<file path="config.mk">
export PLATFORM = sky130hd
export DESIGN_NAME = rgb_pixel_color_filter
export DESIGN_NICKNAME = d
export VERILOG_FILES = /design/src/design/rpcf_pkg.sv /design/src/design/rpcf_mult.sv /design/src/design/rpcf_sum.sv /design/src/design/rpcf_select.sv /design/src/design/rgb_pixel_color_filter.sv
export SDC_FILE = /design/constraint.sdc
export NUM_CORES = 2
export LEC_CHECK = 0
export ABC_AREA = 0
export BUFFER_PORTS_ARGS = -buffer_cell sky130_fd_sc_hd__buf_2
export CORE_MARGIN = 2
export CORE_UTILIZATION = 35
export DETAILED_ROUTE_END_ITERATION = 10
export GPL_TIMING_DRIVEN = 0
export HOLD_SLACK_MARGIN = 0.12
export PLACE_DENSITY = 0.54
export SYNTH_ARGS = -nofsm -noshare
export SYNTH_HDL_FRONTEND = slang
export SYNTH_SLANG_ARGS = --single-unit
</file>
<file path="constraint.sdc">
create_clock -name clk_i -period 6.65 [get_ports clk_i]
set_input_delay 0.3325 -clock clk_i [delete_from_list [all_inputs] [get_ports clk_i]]
set_output_delay 0.3325 -clock clk_i [all_outputs]
set_load 0.02 [all_outputs]
</file>
<file path="src/design/rpcf_pkg.sv">
// ----------------------------------------------------------------------------
// rpcf_pkg: shared types and constants for the RGB pixel color filter
// Pixel structs, configuration codes, fixed-point weight tables and the
// types carried between pipeline stages.
// ----------------------------------------------------------------------------
`default_nettype none

package rpcf_pkg;

  localparam int CHANNEL_BITS = 8;
  localparam int WEIGHT_BITS  = 16;               // Q16 weights
  localparam int FRAC_BITS    = 16;
  localparam int PROD_W       = CHANNEL_BITS + WEIGHT_BITS;
  localparam int SUM_W        = PROD_W + 2;       // three products
  localparam int CFG_IDX_W    = 2;
  localparam int CFG_DATA_W   = 8;
  localparam int MODE_W       = 3;
  localparam int TONE_W       = 2;
  localparam int TONE_OFS_W   = CHANNEL_BITS + 1;

  localparam logic [CHANNEL_BITS-1:0] CH_MAX    = {CHANNEL_BITS{1'b1}};
  localparam logic [CHANNEL_BITS-1:0] MAX_RESET = CH_MAX;

  typedef struct packed {
    logic [CHANNEL_BITS-1:0] red_in;
    logic [CHANNEL_BITS-1:0] green_in;
    logic [CHANNEL_BITS-1:0] blue_in;
  } pixel_in_t;

  typedef struct packed {
    logic [CHANNEL_BITS-1:0] red_out;
    logic [CHANNEL_BITS-1:0] green_out;
    logic [CHANNEL_BITS-1:0] blue_out;
  } pixel_out_t;

  typedef enum logic [MODE_W-1:0] {
    FM_PASS      = 3'd0,
    FM_GREY      = 3'd1,
    FM_NEGATIVE  = 3'd2,
    FM_SEPIA     = 3'd3,
    FM_TONE      = 3'd4,
    FM_THRESHOLD = 3'd5
  } filter_mode_e;

  typedef enum logic [CFG_IDX_W-1:0] {
    CFG_FILTER_MODE = 2'd0,
    CFG_TONE_SELECT = 2'd1,
    CFG_MAX_VALUE   = 2'd2
  } cfg_idx_e;

  typedef struct packed {
    logic [MODE_W-1:0]       filter_mode;
    logic [TONE_W-1:0]       tone_select;
    logic [CHANNEL_BITS-1:0] max_value;
  } cfg_t;

  // luma weights, truncated Q16
  localparam logic [WEIGHT_BITS-1:0] GREY_W [3] = '{16'd19588, 16'd38469, 16'd7471};

  // sepia matrix, rows are output channels
  localparam logic [WEIGHT_BITS-1:0] SEPIA_W [3][3] = '{
    '{16'd25756, 16'd50397, 16'd12386},
    '{16'd22872, 16'd44958, 16'd11010},
    '{16'd17826, 16'd34996, 16'd8585}
  };

  localparam logic signed [TONE_OFS_W-1:0] TONE_OFS [4][3] = '{
    '{ 9'sd0,    9'sd0,    9'sd0},
    '{ 9'sd91,  -9'sd99,  -9'sd14},
    '{-9'sd115, -9'sd86,  -9'sd23},
    '{-9'sd72,   9'sd75,  -9'sd77}
  };

  // stage 1 -> stage 2: pixel plus all weighted products
  // row 0 is luma, rows 1..3 are sepia red/green/blue
  typedef struct packed {
    pixel_in_t                       pixel;
    logic [3:0][2:0][PROD_W-1:0]     prod;
  } prod_t;

  // stage 2 -> stage 3: per-mode candidate channel values
  typedef struct packed {
    pixel_in_t                       pixel;
    logic [CHANNEL_BITS-1:0]         grey;
    logic [2:0][CHANNEL_BITS:0]      sepia;
    logic [2:0][CHANNEL_BITS-1:0]    neg;
    logic [2:0][CHANNEL_BITS-1:0]    tone;
    logic                            thr;
  } cand_t;

endpackage

`default_nettype wire

</file>
<file path="src/design/rpcf_mult.sv">
// ----------------------------------------------------------------------------
// rpcf_mult: product stage
// Multiplies each channel by its luma and sepia weights and registers the
// twelve products together with the pixel.
// ----------------------------------------------------------------------------
`default_nettype none

module rpcf_mult (
  input  wire logic               clk_i,
  input  wire logic               rst_ni,
  input  wire logic               valid_i,
  output logic                    ready_o,
  input  wire rpcf_pkg::pixel_in_t pixel_i,
  output logic                    valid_o,
  input  wire logic               ready_i,
  output rpcf_pkg::prod_t         prod_o
);
  import rpcf_pkg::*;

  logic [CHANNEL_BITS-1:0] chan [3];
  logic                    valid_q;
  prod_t                   prod_d, prod_q;

  assign chan[0] = pixel_i.red_in;
  assign chan[1] = pixel_i.green_in;
  assign chan[2] = pixel_i.blue_in;

  always_comb begin
    prod_d.pixel = pixel_i;
    for (int k = 0; k < 3; k++) begin
      prod_d.prod[0][k] = PROD_W'(GREY_W[k]) * PROD_W'(chan[k]);
      for (int r = 0; r < 3; r++) begin
        prod_d.prod[r+1][k] = PROD_W'(SEPIA_W[r][k]) * PROD_W'(chan[k]);
      end
    end
  end

  assign ready_o = !valid_q || ready_i;

  always_ff @(posedge clk_i or negedge rst_ni) begin
    if (!rst_ni) begin
      valid_q <= 1'b0;
    end else if (ready_o) begin
      valid_q <= valid_i;
    end
  end

  always_ff @(posedge clk_i) begin
    if (valid_i && ready_o) begin
      prod_q <= prod_d;
    end
  end

  assign valid_o = valid_q;
  assign prod_o  = prod_q;

endmodule

`default_nettype wire

</file>
<file path="src/design/rpcf_sum.sv">
// ----------------------------------------------------------------------------
// rpcf_sum: sum stage
// Adds the weighted products and drops the Q16 fraction; also forms the
// negative, tone and threshold candidates from the pixel.
// ----------------------------------------------------------------------------
`default_nettype none

module rpcf_sum (
  input  wire logic             clk_i,
  input  wire logic             rst_ni,
  input  wire rpcf_pkg::cfg_t   cfg_i,
  input  wire logic             valid_i,
  output logic                  ready_o,
  input  wire rpcf_pkg::prod_t  prod_i,
  output logic                  valid_o,
  input  wire logic             ready_i,
  output rpcf_pkg::cand_t       cand_o
);
  import rpcf_pkg::*;

  logic [CHANNEL_BITS-1:0]        chan [3];
  logic [SUM_W-1:0]               sum  [4];
  logic signed [CHANNEL_BITS+1:0] tsum [3];
  logic                           valid_q;
  cand_t                          cand_d, cand_q;

  assign chan[0] = prod_i.pixel.red_in;
  assign chan[1] = prod_i.pixel.green_in;
  assign chan[2] = prod_i.pixel.blue_in;

  always_comb begin
    for (int r = 0; r < 4; r++) begin
      sum[r] = SUM_W'(prod_i.prod[r][0]) + SUM_W'(prod_i.prod[r][1])
             + SUM_W'(prod_i.prod[r][2]);
    end
    for (int k = 0; k < 3; k++) begin
      tsum[k] = $signed({2'b00, chan[k]})
              + (CHANNEL_BITS+2)'(TONE_OFS[cfg_i.tone_select][k]);
    end
  end

  always_comb begin
    cand_d.pixel = prod_i.pixel;
    cand_d.grey  = sum[0][FRAC_BITS +: CHANNEL_BITS];
    // largest channel above 127 is the same as any channel's top bit set
    cand_d.thr   = chan[0][CHANNEL_BITS-1] | chan[1][CHANNEL_BITS-1]
                 | chan[2][CHANNEL_BITS-1];
    for (int k = 0; k < 3; k++) begin
      cand_d.sepia[k] = sum[k+1][FRAC_BITS +: CHANNEL_BITS+1];
      cand_d.neg[k]   = (chan[k] >= cfg_i.max_value) ? '0 : cfg_i.max_value - chan[k];
      if (tsum[k] <= 0) begin
        cand_d.tone[k] = '0;
      end else if (tsum[k] >= $signed({2'b00, CH_MAX})) begin
        cand_d.tone[k] = CH_MAX;
      end else begin
        cand_d.tone[k] = tsum[k][CHANNEL_BITS-1:0];
      end
    end
  end

  assign ready_o = !valid_q || ready_i;

  always_ff @(posedge clk_i or negedge rst_ni) begin
    if (!rst_ni) begin
      valid_q <= 1'b0;
    end else if (ready_o) begin
      valid_q <= valid_i;
    end
  end

  always_ff @(posedge clk_i) begin
    if (valid_i && ready_o) begin
      cand_q <= cand_d;
    end
  end

  assign valid_o = valid_q;
  assign cand_o  = cand_q;

endmodule

`default_nettype wire

</file>
<file path="src/design/rpcf_select.sv">
// ----------------------------------------------------------------------------
// rpcf_select: output stage
// Saturates the sepia sums, picks the result for the active mode and holds
// it in the output register until the transfer completes.
// ----------------------------------------------------------------------------
`default_nettype none

module rpcf_select (
  input  wire logic             clk_i,
  input  wire logic             rst_ni,
  input  wire rpcf_pkg::cfg_t   cfg_i,
  input  wire logic             valid_i,
  output logic                  ready_o,
  input  wire rpcf_pkg::cand_t  cand_i,
  output logic                  valid_o,
  input  wire logic             ready_i,
  output rpcf_pkg::pixel_out_t  pixel_o
);
  import rpcf_pkg::*;

  logic [CHANNEL_BITS-1:0] sep [3];
  logic [CHANNEL_BITS-1:0] thr_val;
  logic                    valid_q;
  pixel_out_t              pixel_d, pixel_q;

  always_comb begin
    for (int k = 0; k < 3; k++) begin
      sep[k] = (cand_i.sepia[k] >= {1'b0, cfg_i.max_value}) ? cfg_i.max_value
                                                            : cand_i.sepia[k][CHANNEL_BITS-1:0];
    end
    thr_val = cand_i.thr ? CH_MAX : '0;
  end

  always_comb begin
    case (cfg_i.filter_mode)
      FM_GREY: begin
        pixel_d = '{cand_i.grey, cand_i.grey, cand_i.grey};
      end
      FM_NEGATIVE: begin
        pixel_d = '{cand_i.neg[0], cand_i.neg[1], cand_i.neg[2]};
      end
      FM_SEPIA: begin
        pixel_d = '{sep[0], sep[1], sep[2]};
      end
      FM_TONE: begin
        pixel_d = '{cand_i.tone[0], cand_i.tone[1], cand_i.tone[2]};
      end
      FM_THRESHOLD: begin
        pixel_d = '{thr_val, thr_val, thr_val};
      end
      default: begin
        // pass-through, unused codes included
        pixel_d = '{cand_i.pixel.red_in, cand_i.pixel.green_in, cand_i.pixel.blue_in};
      end
    endcase
  end

  assign ready_o = !valid_q || ready_i;

  always_ff @(posedge clk_i or negedge rst_ni) begin
    if (!rst_ni) begin
      valid_q <= 1'b0;
    end else if (ready_o) begin
      valid_q <= valid_i;
    end
  end

  always_ff @(posedge clk_i) begin
    if (valid_i && ready_o) begin
      pixel_q <= pixel_d;
    end
  end

  assign valid_o = valid_q;
  assign pixel_o = pixel_q;

endmodule

`default_nettype wire

</file>
<file path="src/design/rgb_pixel_color_filter.sv">
// Stages in order: product, sum, select; each one registers its result.
// Throughput: one pixel per cycle while the output is not stalled; each stage refills as soon as it empties.
// Stall on the output backs up stage by stage; empty stages still accept.
// Reset clears all stage valid bits; mode resets to pass-through, tone
// select to 0 and max value to 255.
// ----------------------------------------------------------------------------
// rgb_pixel_color_filter: point filter on RGB pixels
// Pass, grey, negative, sepia, tone and threshold modes, selected by the
// configuration registers, over a three-stage pipeline.
// ----------------------------------------------------------------------------
`default_nettype none

module rgb_pixel_color_filter (
  input  wire logic                                 clk_i,
  input  wire logic                                 rst_ni,
  input  wire logic                                 cfg_we_i,
  input  wire logic [rpcf_pkg::CFG_IDX_W-1:0]       cfg_idx_i,
  input  wire logic [rpcf_pkg::CFG_DATA_W-1:0]      cfg_wdata_i,
  input  wire logic                                 in_valid_i,
  output logic                                      in_stall_o,
  input  wire rpcf_pkg::pixel_in_t                  in_pixel_i,
  output logic                                      out_valid_o,
  input  wire logic                                 out_stall_i,
  output rpcf_pkg::pixel_out_t                      out_pixel_o
);
  import rpcf_pkg::*;

  cfg_t  cfg_q;
  logic  s1_ready, s1_valid, s2_ready, s2_valid, s3_ready;
  prod_t s1_prod;
  cand_t s2_cand;

  always_ff @(posedge clk_i or negedge rst_ni) begin
    if (!rst_ni) begin
      cfg_q.filter_mode <= FM_PASS;
      cfg_q.tone_select <= '0;
      cfg_q.max_value   <= MAX_RESET;
    end else if (cfg_we_i) begin
      case (cfg_idx_i)
        CFG_FILTER_MODE: cfg_q.filter_mode <= cfg_wdata_i[MODE_W-1:0];
        CFG_TONE_SELECT: cfg_q.tone_select <= cfg_wdata_i[TONE_W-1:0];
        CFG_MAX_VALUE:   cfg_q.max_value   <= cfg_wdata_i[CHANNEL_BITS-1:0];
        default: ;
      endcase
    end
  end

  rpcf_mult u_mult (
    .clk_i   (clk_i),
    .rst_ni  (rst_ni),
    .valid_i (in_valid_i),
    .ready_o (s1_ready),
    .pixel_i (in_pixel_i),
    .valid_o (s1_valid),
    .ready_i (s2_ready),
    .prod_o  (s1_prod)
  );

  rpcf_sum u_sum (
    .clk_i   (clk_i),
    .rst_ni  (rst_ni),
    .cfg_i   (cfg_q),
    .valid_i (s1_valid),
    .ready_o (s2_ready),
    .prod_i  (s1_prod),
    .valid_o (s2_valid),
    .ready_i (s3_ready),
    .cand_o  (s2_cand)
  );

  rpcf_select u_select (
    .clk_i   (clk_i),
    .rst_ni  (rst_ni),
    .cfg_i   (cfg_q),
    .valid_i (s2_valid),
    .ready_o (s3_ready),
    .cand_i  (s2_cand),
    .valid_o (out_valid_o),
    .ready_i (!out_stall_i),
    .pixel_o (out_pixel_o)
  );

  assign in_stall_o = !s1_ready;

endmodule

`default_nettype wire

</file>
==> summary.txt <==
Route
  • Routed via count: 24.6k
  • DRT Wirelength: 101 mm
  • Routed Antenna Nets: 0
  • Detailed-route DRC error count: 0
  • Via density: 5.04
  • Per-cell routed wire length: 20.6 um
  • 1st-pass router iterations: 5
  • DRT iter0 DRCs: 1670

Floorplanning
  • Site Rows: 119
  • Initial core utilization: 0.353
  • Core ar.: 0.105 sq mm
  • Die Y: 329 um
  • Die area: 0.109 sq mm
  • IO Pins: 65
  • Die Width: 329 um

Layout
  • Fin nets: 4447
  • Fraction of layout cells with a size suffix above 1: 0.0595
  • Area delta synth->final: 10.4%

Place
  • DP Wirelength: 82.6 mm
  • Place WS: 1.04 ns
  • Port buffer count: 64
  • Gpl congestion: 0.872

Critical path
  • CP Capture Type: flop
  • Crit path max fanout: 13
  • CP Data Arrival Time: 5.30 ns
  • CP Class: input port to flop
  • Worst Setup Start Kind: input port
  • Critical path required time: 7.00 ns

Power and ir drop
  • Sw Pwr: 7610 uW
  • Part of the power in registers: 0.277
  • Combinational Power Share: 0.575
  • Leak pwr: 0.0186 uW
  • VDD IR-drop max: 0.246 mV
  • Pint: 9670 uW
  • Clock Power Share: 0.147
  • Sw frac: 0.441
  • Pwr dens: 422 mW/mm^2

Global routing
  • Number of global-route vias before repair: 25.0k
  • GRT Residual Overflow: 0
  • First-pass GRT wire length: 153 mm
  • Antenna violations before repair: 4
  • Largest net degree at the start of global routing: 68
  • GRT Total Usage: 0.189

Yosys
  • Yosys top cell by area: edfxtp_1
  • Count leader, synth: ha_1
  • Post-Syn Nets: 4313
  • Synthesized instance count: 3312
  • Share of the synthesized area in the top cell type: 0.309
  • Yosys cell types: 77
  • Yosys reg bits: 397
  • Asr flop ratio synth: 0.0403
  • Top cells by area, synth: edfxtp_1, ha_1, fa_1
  • Synth Cell Area: 0.0371 sq mm
  • Number of flops mapped to enable cells by yosys: 381
  • Sequential share of the synthesized area: 0.320
  • Top cells by count, synth: ha_1, inv_1, edfxtp_1, fa_1, a21oi_1
  • Top_reg_cell synth: edfxtp_1
  • Ys Warns: 0
  • Syn Area/Cell: 11.2 sq um

Clocking
  • CTS Root Cell: clkbuf_16
  • H-tree depth: 2
  • Clock Tree Buf Depth: 3
  • CTS tree: built
  • Clock latency on the worst-skew pair: 0.61 ns
  • # resized after CTS: 0
  • CTS Buf Count: 46
  • Worst-path clk slew: 0.06 ns
  • Clock sink total: 397
  • Post-CTS Hold Fix Bufs: 16
  • Post-CTS Setup Repair Bufs: 0

Timing
  • Max Fclk: 202 MHz
  • Setup Viol. Count Final: 0
  • Slack of the critical path: 1.70 ns
  • RSZ-0062 raised after global routing: no
  • Final hold vios: 0
  • Slew Viols, Final: 0
  • Fin crit share: 0.744
  • Post-Route Setup TNS: 0 ns
  • Slew HR: 0.286
  • Clock skew: 0.0305 ns
  • Slew @ Worst Pin: 1.06 ns
  • Min Tclk post-route: 4.95 ns

Run
  • Max Cap Viol: 0

Status
  • Status: completed

Hold path
  • Worst min path class: input port to flop
==> registers in the layout (all words and copies together), names as in the netlist <==
register,count
u_select.pixel_o,24
cfg_q,13
u_select.valid_o,1
u_sum.cand_o,108
u_mult.valid_o,1
u_sum.valid_o,1
u_mult.prod_o,249
==> metrics by stage <==
stage / total power (uW) / hold WS, ns / cells / utilization / area, sq um
floorplan: 11600 / 0.0369 / 3312 / - / 37100
global placement: 14700 / 0.276 / 4767 / 0.372 / 39100
detailed placement: 14800 / 0.280 / 4773 / 0.374 / 39300
CTS: 17400 / 0.143 / 4871 / 0.390 / 40900
global route: 18800 / 0.167 / 4871 / 0.390 / 40900
finish: 17300 / 0.179 / 4873 / 0.390 / 41000
==> routing by layer <==
| metal | part of all wire | vias to the layer above | routed length (um) | track usage |
|---|---|---|---|---|
| li1 | - | 12000 | - | - |
| met1 | 0.46 | 12000 | 46100 | 0.255 |
| met2 | 0.48 | 421 | 48400 | 0.325 |
| met3 | 0.034 | 119 | 3380 | 0.0188 |
| met4 | 0.027 | 0 | 2760 | 0.0487 |
| met5 | 0 | - | 0 | 0 |
==> layout make-up <==
| type | instances | area [sq um] |
|---|---|---|
| Buffer | 18 | 70.1 |
| Multi-Input combinational cell | 2373 | 23200 |
| Clock buffer | 54 | 1180 |
| Clock inverter | 28 | 304 |
| Tap cell | 1391 | 1740 |
| Fill cell | 10300 | 64200 |
| Sequential cell | 397 | 11900 |
| Timing Repair Buffer | 86 | 633 |
| Antenna cell | 2 | 5.00 |
| Inverter | 524 | 1970 |
==> power by group through the flow <==
stage | Combinational, uW | Clock, uW | Sequential [uW]
6_report | 9940 | 2550 | 4790
5_1_grt | 11300 | 2700 | 4860
4_1_cts | 9970 | 2610 | 4830
3_5_place_dp | 9880 | 0 | 4880
3_3_place_gp | 9790 | 0 | 4900
2_1_floorplan | 7090 | 0 | 4510
==> final timing paths <==
check                      slack [ns]            endpoint  depth (start not counted)           start
min reg2reg                      0.50    u_select.valid_o                          1   u_sum.valid_o
max reg2reg                      2.57     u_sum.cand_o[2]                         12        cfg_q[9]
min in group asynchronous        0.19            cfg_q[9]                          2          rst_ni
max                              1.70  u_mult.prod_o[191]                         17  in_pixel_i[14]
min                              0.18  u_mult.prod_o[291]                          1   in_pixel_i[3]
max in group asynchronous        6.14            cfg_q[2]                          2          rst_ni
==> layout by cell type (no fill, tap or decap), drive strengths merged, types with 11 or more instances in the layout <==
cell type      n
ha           677
inv          526
edfxtp       381
fa           285
a21oi        181
xnor2        155
nor2         143
o21ai        134
nand2         97
buf           73
clkbuf        69
a21o          65
o211ai        62
xor2          61
nor3          55
nor2b         41
nand3         37
o21a          27
a221o         25
o21bai        24
nand4         22
a211oi        22
a21boi        22
or2           21
nand2b        20
a31oi         20
clkinv        19
and3          18
or3           17
dlygate4sd3   16
mux2          13
o31ai         11
and2          11
==> logic make-up after synthesis <==
kind of cell,Yosys count,synth area share
muxes,14,0.00422
buffers and inverters,542,0.0549
AOI/OAI and AO/OA,664,0.118
adders and majority gates,962,0.382
DFF,397,0.320
and+or+nand+nor,517,0.0696
xor gates and xnor gates,216,0.0510
==> worst max-delay path: stages <==
cell,delay [ns]
buf_2,0.39
inv_1,0.26
ha_1,0.45
inv_1,0.13
fa_1,0.49
inv_1,0.05
fa_1,0.51
fa_1,0.57
inv_1,0.05
ha_1,0.22
or4_1,0.54
o22ai_2,0.23
o21bai_2,0.13
o211a_1,0.29
o41ai_4,0.37
o21ai_2,0.12
xor2_1,0.15
Note: power is estimated with default switching activity, not from simulation.
